==> config.mk <==
export PLATFORM = sky130hd
export DESIGN_NAME = dual_deploy_recovery_sequencer
export DESIGN_NICKNAME = d
export VERILOG_FILES = /design/src/design/ddrs_pkg.sv /design/src/design/dual_deploy_recovery_sequencer.sv /design/src/design/ddrs_cfg_regs.sv /design/src/design/ddrs_core.sv
export VERILOG_INCLUDE_DIRS = /design/src /design/src/design
export SDC_FILE = /design/constraint.sdc
export NUM_CORES = 1
export LEC_CHECK = 0
export BUFFER_PORTS_ARGS = -buffer_cell sky130_fd_sc_hd__buf_4
export CAP_MARGIN = 0
export CORE_MARGIN = 2
export CORE_UTILIZATION = 55
export DETAILED_ROUTE_END_ITERATION = 7
export PLACE_DENSITY = 0.75
export SYNTH_ARGS = -nofsm -noshare
export SYNTH_HDL_FRONTEND = slang
export SYNTH_SLANG_ARGS = --single-unit
==> constraint.sdc <==
create_clock -name clk -period 13.1 [get_ports clk]
set_input_delay 3.93 -clock clk [delete_from_list [all_inputs] [get_ports clk]]
set_output_delay 3.93 -clock clk [all_outputs]
set_load 0.02 [all_outputs]
==> src/design/dual_deploy_recovery_sequencer_assert.svh <==
// ---------------------------------------------------------------------------
// Assertion macros for the dual-deploy recovery sequencer.
// Each macro expects clk and rst_n to be visible in the enclosing module.
// ---------------------------------------------------------------------------
`ifndef DUAL_DEPLOY_RECOVERY_SEQUENCER_ASSERT_SVH
`define DUAL_DEPLOY_RECOVERY_SEQUENCER_ASSERT_SVH

// Same-cycle implication, checked outside reset.
`define DDRS_ASSERT_IMP(lbl, ante, cons, msg) \
  lbl: assert property (@(posedge clk) disable iff (!rst_n) (ante) |-> (cons)) \
    else $error(msg);

// Next-cycle implication, checked outside reset.
`define DDRS_ASSERT_NXT(lbl, ante, cons, msg) \
  lbl: assert property (@(posedge clk) disable iff (!rst_n) (ante) |=> (cons)) \
    else $error(msg);

`endif

==> src/design/ddrs_pkg.sv <==
// ---------------------------------------------------------------------------
// ddrs_pkg
// Types and constants shared by the recovery sequencer modules.
// ---------------------------------------------------------------------------
package ddrs_pkg;

  // Flight phases.
  typedef enum logic [2:0] {
    PH_WAIT_APOGEE = 3'd0,
    PH_APOGEE_FIRE = 3'd1,
    PH_WAIT_MAIN   = 3'd2,
    PH_MAIN_FIRE   = 3'd3,
    PH_DONE        = 3'd4
  } phase_t;

  // Register indexes (word address bits [3:2]).
  localparam logic [1:0] REG_APOGEE_DROP   = 2'd0;
  localparam logic [1:0] REG_MAIN_ALTITUDE = 2'd1;
  localparam logic [1:0] REG_FIRE_DELAY    = 2'd2;
  localparam logic [1:0] REG_PULSE_LENGTH  = 2'd3;

  // Register reset values.
  localparam logic [15:0]        RST_APOGEE_DROP   = 16'd30;
  localparam logic signed [23:0] RST_MAIN_ALTITUDE = 24'sd3000;
  localparam logic [15:0]        RST_FIRE_DELAY    = 16'd0;
  localparam logic [15:0]        RST_PULSE_LENGTH  = 16'd1000;

  localparam int unsigned ADDR_W = 4;
  localparam int unsigned CNT_W  = 17;

  typedef struct packed {
    logic               req_type;
    logic signed [23:0] altitude;
    logic               accel_lock;
  } in_item_t;

  typedef struct packed {
    logic       apogee_drive;
    logic       main_drive;
    logic       apogee_trigger;
    logic       main_trigger;
    logic [2:0] phase_now;
  } out_item_t;

  typedef struct packed {
    logic [15:0]        apogee_drop;
    logic signed [23:0] main_altitude;
    logic [15:0]        fire_delay;
    logic [15:0]        pulse_length;
  } cfg_t;

endpackage

==> src/design/dual_deploy_recovery_sequencer.sv <==
// ---------------------------------------------------------------------------
// dual_deploy_recovery_sequencer
// Apogee and main deployment sequencer driven by altitude samples and ticks.
// ---------------------------------------------------------------------------
// Usage: each transfer on the input channel (in_valid/in_stall/in_data) is
// either an altitude sample or a one millisecond tick. Every accepted
// transfer produces exactly one result transfer on the output channel
// (out_valid/out_stall/out_data) carrying the pin levels, the trigger flags
// and the phase after that item.
// The item is captured in the input register when it is accepted, and the
// flight state and the result register are updated when it is processed;
// the result is offered from the result register after that update.
// Throughput is one item per clock while the receiver does not stall. The
// only loop is the state register of ddrs_core, closed by combinational logic.
// When the receiver stalls, the result register holds its transfer and the
// input register keeps the item behind it; in_stall rises only when both
// registers are occupied, so no item is lost or repeated.
// Reset (synchronous, rst_n low) puts the sequencer in the apogee wait with
// peak, last sample and timer cleared, and loads the register defaults.
// The registers are written through the APB-style port at word addresses
// 0x0, 0x4, 0x8, 0xC and should only be changed while the block is idle.
// ---------------------------------------------------------------------------
module dual_deploy_recovery_sequencer (
  input  logic                          clk,
  input  logic                          rst_n,
  // Input channel
  input  logic                          in_valid,
  output logic                          in_stall,
  input  ddrs_pkg::in_item_t            in_data,
  // Result channel
  output logic                          out_valid,
  input  logic                          out_stall,
  output ddrs_pkg::out_item_t           out_data,
  // Configuration port
  input  logic                          psel,
  input  logic                          penable,
  input  logic                          pwrite,
  input  logic [ddrs_pkg::ADDR_W-1:0]   paddr,
  input  logic [31:0]                   pwdata,
  output logic [31:0]                   prdata,
  output logic                          pready
);

  ddrs_pkg::cfg_t      cfg;
  ddrs_pkg::in_item_t  in_item_r;
  logic                in_valid_r;
  ddrs_pkg::out_item_t out_data_r;
  ddrs_pkg::out_item_t core_res;
  logic                out_valid_r;
  logic                adv;
  logic                proc;
  logic                in_take;

  ddrs_cfg_regs u_cfg (
    .clk     (clk),
    .rst_n   (rst_n),
    .psel    (psel),
    .penable (penable),
    .pwrite  (pwrite),
    .paddr   (paddr),
    .pwdata  (pwdata),
    .prdata  (prdata),
    .pready  (pready),
    .cfg     (cfg)
  );

  // The result register can take a new value when it is empty or is being
  // drained in this cycle.
  assign adv      = !out_valid_r || !out_stall;
  // The held item is processed whenever the result register can take it.
  assign proc     = in_valid_r && adv;
  // The input register is free unless it holds an item that cannot move on.
  assign in_stall = in_valid_r && !adv;
  assign in_take  = in_valid && !in_stall;

  ddrs_core u_core (
    .clk   (clk),
    .rst_n (rst_n),
    .go    (proc),
    .item  (in_item_r),
    .cfg   (cfg),
    .res   (core_res)
  );

  always_ff @(posedge clk) begin
    if (!rst_n) begin
      in_valid_r  <= 1'b0;
      out_valid_r <= 1'b0;
    end else begin
      if (in_take) begin
        in_valid_r <= 1'b1;
      end else if (proc) begin
        in_valid_r <= 1'b0;
      end
      if (adv) begin
        out_valid_r <= proc;
      end
    end
  end

  // Payload registers need no reset.
  always_ff @(posedge clk) begin
    if (in_take) begin
      in_item_r <= in_data;
    end
    if (proc) begin
      out_data_r <= core_res;
    end
  end

  assign out_valid = out_valid_r;
  assign out_data  = out_data_r;

  `include "dual_deploy_recovery_sequencer_assert.svh"

  // An apogee trigger always comes with the apogee firing phase.
  `DDRS_ASSERT_IMP(a_apo_trig_phase, out_valid_r && out_data_r.apogee_trigger,
                   out_data_r.phase_now == 3'(ddrs_pkg::PH_APOGEE_FIRE),
                   "apogee trigger outside firing phase")
  // A processed item always shows up in the result register next cycle.
  `DDRS_ASSERT_NXT(a_proc_to_out, proc, out_valid_r,
                   "processed item did not reach result register")
  // The input side stalls only when both stages are full and the output stalls.
  `DDRS_ASSERT_IMP(a_stall_cause, in_stall, in_valid_r && out_valid_r && out_stall,
                   "input stalled without a full pipeline")

endmodule

==> src/design/ddrs_cfg_regs.sv <==
// ---------------------------------------------------------------------------
// ddrs_cfg_regs
// APB-style configuration registers for the recovery sequencer.
// ---------------------------------------------------------------------------
module ddrs_cfg_regs (
  input  logic                          clk,
  input  logic                          rst_n,
  input  logic                          psel,
  input  logic                          penable,
  input  logic                          pwrite,
  input  logic [ddrs_pkg::ADDR_W-1:0]   paddr,
  input  logic [31:0]                   pwdata,
  output logic [31:0]                   prdata,
  output logic                          pready,
  output ddrs_pkg::cfg_t                cfg
);

  ddrs_pkg::cfg_t cfg_r;
  logic           wr_en;
  logic [1:0]     reg_idx;

  assign pready  = 1'b1;
  assign wr_en   = psel && penable && pwrite;
  assign reg_idx = paddr[3:2];
  assign cfg     = cfg_r;

  always_ff @(posedge clk) begin
    if (!rst_n) begin
      cfg_r.apogee_drop   <= ddrs_pkg::RST_APOGEE_DROP;
      cfg_r.main_altitude <= ddrs_pkg::RST_MAIN_ALTITUDE;
      cfg_r.fire_delay    <= ddrs_pkg::RST_FIRE_DELAY;
      cfg_r.pulse_length  <= ddrs_pkg::RST_PULSE_LENGTH;
    end else if (wr_en) begin
      unique case (reg_idx)
        ddrs_pkg::REG_APOGEE_DROP:   cfg_r.apogee_drop   <= pwdata[15:0];
        ddrs_pkg::REG_MAIN_ALTITUDE: cfg_r.main_altitude <= $signed(pwdata[23:0]);
        ddrs_pkg::REG_FIRE_DELAY:    cfg_r.fire_delay    <= pwdata[15:0];
        ddrs_pkg::REG_PULSE_LENGTH:  cfg_r.pulse_length  <= pwdata[15:0];
        default: ;
      endcase
    end
  end

  // Read data; the signed altitude threshold comes back sign-extended.
  always_comb begin
    unique case (reg_idx)
      ddrs_pkg::REG_APOGEE_DROP:   prdata = {16'd0, cfg_r.apogee_drop};
      ddrs_pkg::REG_MAIN_ALTITUDE: prdata = {{8{cfg_r.main_altitude[23]}},
                                             cfg_r.main_altitude};
      ddrs_pkg::REG_FIRE_DELAY:    prdata = {16'd0, cfg_r.fire_delay};
      ddrs_pkg::REG_PULSE_LENGTH:  prdata = {16'd0, cfg_r.pulse_length};
      default:                     prdata = 32'd0;
    endcase
  end

endmodule

==> src/design/ddrs_core.sv <==
// ---------------------------------------------------------------------------
// ddrs_core
// Flight state and next-state logic: peak tracking, apogee and main
// detection, and the delay/pulse timer of each firing.
// ---------------------------------------------------------------------------
module ddrs_core (
  input  logic                clk,
  input  logic                rst_n,
  input  logic                go,
  input  ddrs_pkg::in_item_t  item,
  input  ddrs_pkg::cfg_t      cfg,
  output ddrs_pkg::out_item_t res
);

  localparam int unsigned CW = ddrs_pkg::CNT_W;

  ddrs_pkg::phase_t   phase_r, phase_nxt;
  logic signed [23:0] peak_r, peak_nxt;
  logic signed [23:0] last_r, last_nxt;
  logic [CW-1:0]      cnt_r, cnt_nxt;
  logic               pin_r, pin_nxt;
  logic               apo_trig, main_trig;

  logic [CW-1:0]      cnt_inc;
  logic [15:0]        plen;
  logic signed [25:0] drop;
  logic               firing;

  assign cnt_inc = cnt_r + CW'(1);
  assign plen    = (cfg.pulse_length == 16'd0) ? 16'd1 : cfg.pulse_length;
  assign drop    = 26'(peak_r) - 26'(item.altitude);
  assign firing  = (phase_r == ddrs_pkg::PH_APOGEE_FIRE) ||
                   (phase_r == ddrs_pkg::PH_MAIN_FIRE);

  always_comb begin
    phase_nxt = phase_r;
    peak_nxt  = peak_r;
    last_nxt  = last_r;
    cnt_nxt   = cnt_r;
    pin_nxt   = pin_r;
    apo_trig  = 1'b0;
    main_trig = 1'b0;
    if (item.req_type) begin
      if (firing) begin
        cnt_nxt = cnt_inc;
        if (!pin_r) begin
          if (cnt_inc >= CW'(cfg.fire_delay)) begin
            pin_nxt = 1'b1;
            cnt_nxt = '0;
          end
        end else if (cnt_inc >= CW'(plen)) begin
          pin_nxt   = 1'b0;
          cnt_nxt   = '0;
          phase_nxt = (phase_r == ddrs_pkg::PH_APOGEE_FIRE) ? ddrs_pkg::PH_WAIT_MAIN
                                                            : ddrs_pkg::PH_DONE;
        end
      end
    end else begin
      unique case (phase_r)
        ddrs_pkg::PH_WAIT_APOGEE: begin
          if (!item.accel_lock) begin
            if (drop > $signed({10'd0, cfg.apogee_drop})) begin
              apo_trig  = 1'b1;
              phase_nxt = ddrs_pkg::PH_APOGEE_FIRE;
              cnt_nxt   = '0;
              pin_nxt   = (cfg.fire_delay == 16'd0);
            end else if (last_r <= item.altitude && peak_r < item.altitude) begin
              peak_nxt = item.altitude;
            end
            last_nxt = item.altitude;
          end
        end
        ddrs_pkg::PH_WAIT_MAIN: begin
          if (item.altitude <= cfg.main_altitude) begin
            main_trig = 1'b1;
            phase_nxt = ddrs_pkg::PH_MAIN_FIRE;
            cnt_nxt   = '0;
            pin_nxt   = (cfg.fire_delay == 16'd0);
          end
          last_nxt = item.altitude;
        end
        default: ;
      endcase
    end
  end

  always_ff @(posedge clk) begin
    if (!rst_n) begin
      phase_r <= ddrs_pkg::PH_WAIT_APOGEE;
      peak_r  <= '0;
      last_r  <= '0;
      cnt_r   <= '0;
      pin_r   <= 1'b0;
    end else if (go) begin
      phase_r <= phase_nxt;
      peak_r  <= peak_nxt;
      last_r  <= last_nxt;
      cnt_r   <= cnt_nxt;
      pin_r   <= pin_nxt;
    end
  end

  assign res.apogee_drive   = (phase_nxt == ddrs_pkg::PH_APOGEE_FIRE) && pin_nxt;
  assign res.main_drive     = (phase_nxt == ddrs_pkg::PH_MAIN_FIRE) && pin_nxt;
  assign res.apogee_trigger = apo_trig;
  assign res.main_trigger   = main_trig;
  assign res.phase_now      = 3'(phase_nxt);

  `include "dual_deploy_recovery_sequencer_assert.svh"

  // A tick never ends the wait for apogee.
  `DDRS_ASSERT_NXT(a_tick_keeps_wait,
                   go && item.req_type && (phase_r == ddrs_pkg::PH_WAIT_APOGEE),
                   phase_r == ddrs_pkg::PH_WAIT_APOGEE, "tick left apogee wait")
  // The pin is only ever high during a firing.
  `DDRS_ASSERT_IMP(a_pin_in_firing, pin_r, firing, "pin high outside a firing")
  // The phase stays within the defined codes.
  `DDRS_ASSERT_IMP(a_phase_legal, 1'b1, phase_r <= ddrs_pkg::PH_DONE, "illegal phase code")

endmodule

## After elaboration in Yosys (flattened, before gate mapping)

Cells that the tools add are included.

- Memory bits (read-only): 0
- Bits in registers: 176
- Bits of input ports: 69
- Word-level logic and storage cells: 110
- Memory bits (writable): 0
- Latch bits: 0
- Output and inout bits: 42
- Memories: 0

- Add/subtract/negate cells: 2
- Equality and inequality tests: 13
- Div/mod/pow operators: 0
- Bitwise logic cells: 5
- Mux-type cells: 35
- Reduce and logical (&&, ||, !) cells: 30
- Shift operators: 0
- Order comparisons: 6
- Multiply operators: 0

Operator list:

| kind | count |
|---|---|
| $mux W17 | 8 |
| $pmux W32 S4 | 1 |
| $le A24 B24 Y1 | 2 |
| $pmux W24 S2 | 1 |
| $ge A17 B16 Y1 | 2 |
| $pmux W17 S2 | 1 |
| $logic_not A16 Y1 | 2 |
| $gt A26 B17 Y1 | 1 |
| $sub A24 B24 Y25 | 1 |
| $lt A24 B24 Y1 | 1 |
| $mux W24 | 1 |
| $mux W3 | 8 |
| $add A17 B1 Y17 const B | 1 |
| $mux W16 | 1 |
| $mux W1 | 12 |
| $reduce_and A6 Y1 | 2 |
| $eq A3 B2 Y1 const B | 3 |
| $logic_and A1 B1 Y1 | 8 |
| $reduce_and A2 Y1 | 4 |
| $eq A3 B1 Y1 const B | 2 |
| $ne A3 B2 Y1 const B | 2 |
| $pmux W3 S2 | 1 |
| $not A1 Y1 | 5 |
| $eq A2 B2 Y1 const B | 2 |
| other kinds (14) | 19 |

## Longest topological paths before layout

- Word-level depth: 9
- Gate-level depth with buffers: 23
- Depth with buffers taken out: 21

## By module

From an unflattened synthesis, not the netlist that was laid out.

- Cell total of the unflattened synthesis: 1,332
- Area, all modules: 11,571.1 µm²

By module, submodules not included:

| module | area an instance (µm²) | seq. area each (µm²) | times used | cells an instance |
|---|---|---|---|---|
| ddrs_core | 7,141.8 | 1,381.3 | 1 | 967 |
| ddrs_cfg_regs | 3,354.5 | 1,441.4 | 1 | 324 |
| dual_deploy_recovery_sequencer | 1,074.8 | 1,031.0 | 1 | 41 |

## Worst setup path after synthesis

No wires, ideal clock.

- Path type: input port to output port
- Start: in paddr[2] in the netlist's numbering
- End: out prdata[10]
- Setup slack: 3.642 ns
- Path buffers: 2
- Stages on the path: 3
- Data required time: 9.170 ns
- Data arrival time: 5.528 ns
- Path through: buf_1 -> clkbuf_1 -> mux4_2

- Longest elaborated chain between the ends: 2
- Elaborated cells on any way between the ends: 5
- Classes of those cells: eq/ne (3); mux (1); reduce/logical (1)

RTL lines:

| what | RTL line | source |
|---|---|---|
| start, declared | dual_deploy_recovery_sequencer.sv:38 | `input logic [ddrs_pkg::ADDR_W-1:0] paddr,` |
| $eq A2 B2 Y1, or another cell as far along | ddrs_cfg_regs.sv:46 | `unique case (reg_idx)` |
| $pmux W32 S4 * | ddrs_cfg_regs.sv:46 |  |
| end, declared | dual_deploy_recovery_sequencer.sv:40 | `output logic [31:0] prdata,` |

Mark *: on every way between the ends. The rest lies on a longest branch, timed or not.

## Final worst setup path

- Start: in paddr[2] in the netlist's numbering
- End: out prdata[30]

The elaborated chain is that of the path after synthesis.

==> metrics.md <==
| Metric | Value |
|---|---|
| Slowest cell delay on critical path | `0.49 ns` |
| EDFF count, synth | `33` |
| Power Density | `around 98 mW/mm^2` |
| Largest net degree at the start of global routing | `130` |
| Clock latency on the worst-skew pair | `0.44 ns` |
| Total gr overflow | `0` |
| Final count of negative-setup-slack endpoints | `0` |
| Layout cells sized above 1 | `0.120` |
| Rel. slew slack | `0.167` |
| Post-CTS Hold Buffers | `0` |
| Cell count after synthesis | `about 1300` |
| Crit Path Max Fanout | `22` |
| CTS tree | `done` |
| DRT Pass-1 Iters | `5` |
| Register area share after synthesis | `0.346` |
| Register bit count reported by yosys | `176` |
| Fin nets | `1541` |
| Netlist cell types | `71` |
| CP cell instances | `buf_4 -> nor2b_1 -> and2_1 -> buf_4` |
| Slew @ Worst Pin | `about 1.2 ns` |
| Cell taking the most area after synthesis | `dfxtp_1` |
| Critical Path Start Type | `input pin` |
| Leak | `just over 5 nW` |
| Clk slew on worst S/H paths | `0.07 ns` |
| Leading cell type in the layout, fill and taps excluded | `nand2_1` |
| Fin Clk Skew | `~0.01 ns` |
| Outcome | `finished clean` |
| Setup bufs post-CTS | `0` |
| Async set-or-reset flop fraction in the synthesized netlist | `0` |
| Total die area | `0.0214 sq mm` |
| Post-DP HPWL | `22000 um` |
| Die width | `around 150 um` |
| Routed wire per std cell | `17.7 um` |
| WP data arrival | `5.44 ns` |
| Initial Util | `0.556` |
| Worst path slowest cell | `nor2b_1` |
| Layout area overhead | `12.2%` |
| CP Data Required Time | `9.17 ns` |
| Resized Gates After CTS | `0` |
| Setup TNS | `0 ns` |
| Initial antenna violation count | `0` |
| Std-Cell Rows | `52` |
| Worst path bufs/invs | `2` |
| Worst-case clock buffer depth | `2` |
| Total Routing Usage GR | `0.274` |
| Setup CP Type | `in -> out` |
| H-tree depth | `4` |
| Crit-path leading delay family | `simple AND/OR/NAND/NOR gates` |
| RSZ-0062 raised after global routing | `no` |
| Inserted Clock Buffers | `17` |
| Max Clock Freq | `about 110 MHz` |
| Detailed Route Iter0 Violations | `621` |
| DR DRC count | `0` |
| Synth Flop Type | `dfxtp_1` |
| Mapped Nets | `1482` |
| Post-synthesis cell area | `0.0111 sq mm` |
| Max-cap viol count | `0` |
| Port bufs | `99` |
| Top cell type's share of synthesized area | `0.257` |
| Area contributors post-synth | `dfxtp_1, ha_1, edfxtp_1, nand2_1, a21boi_0` |
| N_diodes | `0` |
| Max VDD drop | `0.0901 mV` |
| Hold Slack | `0.450 ns` |
| CTS root buffer | `clkbuf_16` |
| Final-report max-slew violation count | `0` |
| Min cycle time layout | `9.37 ns` |
| Total wire length | `about 29000 um` |
| Clk sink count | `176` |
| First-pass GRT wire length | `46700 um` |
| Total number of vias | `9389` |
| Vias in the first global route | `9226` |
| Gpl congestion | `0.876` |
| Antenna Nets Post-Route | `0` |
| Yosys warns | `0` |
| CP Capture Type | `output pin` |
| IO Pins | `111` |
| Final hold vios | `0` |
| Final worst-path cycle share | `0.715` |
| Synth Area per Inst | `8.64 sq um` |
| DR vias/cell | `5.75` |
| Most frequent cells in the layout | `nand2_1, dfxtp_1, ha_1` |
| Hold Crit Class | `reg -> reg` |
| Die Span Y | `about 150 um` |
| Most used cell, CP | `buf_4` |
| Core Box Area | `0.0200 sq mm` |
[through the flow]
step	cells	instance area, sq um	power [W]	setup slack [ns]	utilization
CTS	1632	12500	0.00123	3.71	0.624
global route	1632	12500	0.00126	3.61	0.624
finish	1632	12500	0.00122	3.73	0.624
floorplan	1290	11100	0.000670	3.64	-
detailed placement	1600	11900	0.000719	3.73	0.595
global placement	1600	11900	0.000716	3.76	0.595
[logic make-up (layout without fill, tap and decap cells)]
kind of cell    after synthesis  count (layout)  share of synthesized area
simple gates                433             433                      0.179
compound gates              305             305                      0.186
flops                       176             176                      0.346
buf+inv                     176             248                     0.0678
fa+ha+maj                   123             123                      0.139
mux                          45              45                     0.0585
xor+xnor                     31              31                     0.0244
other cells                   1               1                   0.000336
[cell usage after synthesis, types with 11 or more instances]
cell	n
a21oi_1	71
a21boi_0	83
o211ai_1	26
nor2_1	48
nor2b_1	30
a21o_1	18
xnor2_1	24
nand2b_1	11
mux4_2	16
inv_1	115
nand4_1	23
nand3_1	20
a31oi_1	15
and2_1	12
o21ai_0	39
mux2i_1	28
ha_1	122
dfxtp_1	143
edfxtp_1	33
clkbuf_1	42
nand2_1	238
nor4_1	11
[where the power goes]
group / total, W / switching, W / internal [W]
registers: 0.000577 / 0.0000131 / 0.000563
clock network: 0.000513 / 0.000221 / 0.000291
logic: 0.000132 / 0.0000759 / 0.0000564
total: 0.00122 / 0.000310 / 0.000911
[per-layer routing]
layer | vias to the layer above | share of wire | track usage
met2 | 257 | 0.49 | 0.476
li1 | 4633 | - | -
met3 | 70 | 0.052 | 0.0450
met5 | - | 0 | 0
met1 | 4429 | 0.42 | 0.334
met4 | 0 | 0.038 | 0.125
[worst reg2reg max path, stage by stage (launching register included)]
cell       delay (ns)
edfxtp_1         0.48
inv_1            0.11
ha_1             0.29
and2b_2          0.18
o2111ai_4        0.14
a21boi_0         0.47
a21oi_1          0.27
o21ai_0          0.32
xor2_1           0.32
ha_1             0.30
a2111oi_0        0.34
o21ai_0          0.16
a22oi_1          0.16
a22oi_1          0.15
a2111oi_0        0.41
nand3_1          0.17
or4_4            0.50
a211oi_4         0.64
buf_4            0.44
mux2i_1          0.25
nor2b_1          0.07
[worst paths after layout]
check / from / endpoint / slack, ns / depth (start not counted)
setup / recovery: paddr[2] / prdata[30] / 3.73 / 4
setup reg to reg: in_item_r[2] / u_core.peak_r[4] / 6.83 / 20
hold / removal: u_core.cnt_r[16] / u_core.cnt_r[16] / 0.45 / 2
hold reg to reg: u_core.cnt_r[16] / u_core.cnt_r[16] / 0.45 / 2
[registers in the layout, summed over array words and instances (netlist names)]
register        flops
u_core.peak_r      24
out_valid           1
u_cfg.cfg          72
u_core.phase_r      3
u_core.last_r      24
u_core.cnt_r       17
u_core.pin_r        1
in_valid_r          1
in_item_r          26
out_data            7
[cell type report]
cell class                 count  area [sq um]
tap                          270           338
inverter                     115           432
timing repair buffer         101           758
sequential                   176          3850
multi-input combinational    938          6540
clock buffer                  22           458
clock inverter                10           128
fill                        1767          7530
Note: power is estimated with default switching activity, not from simulation.
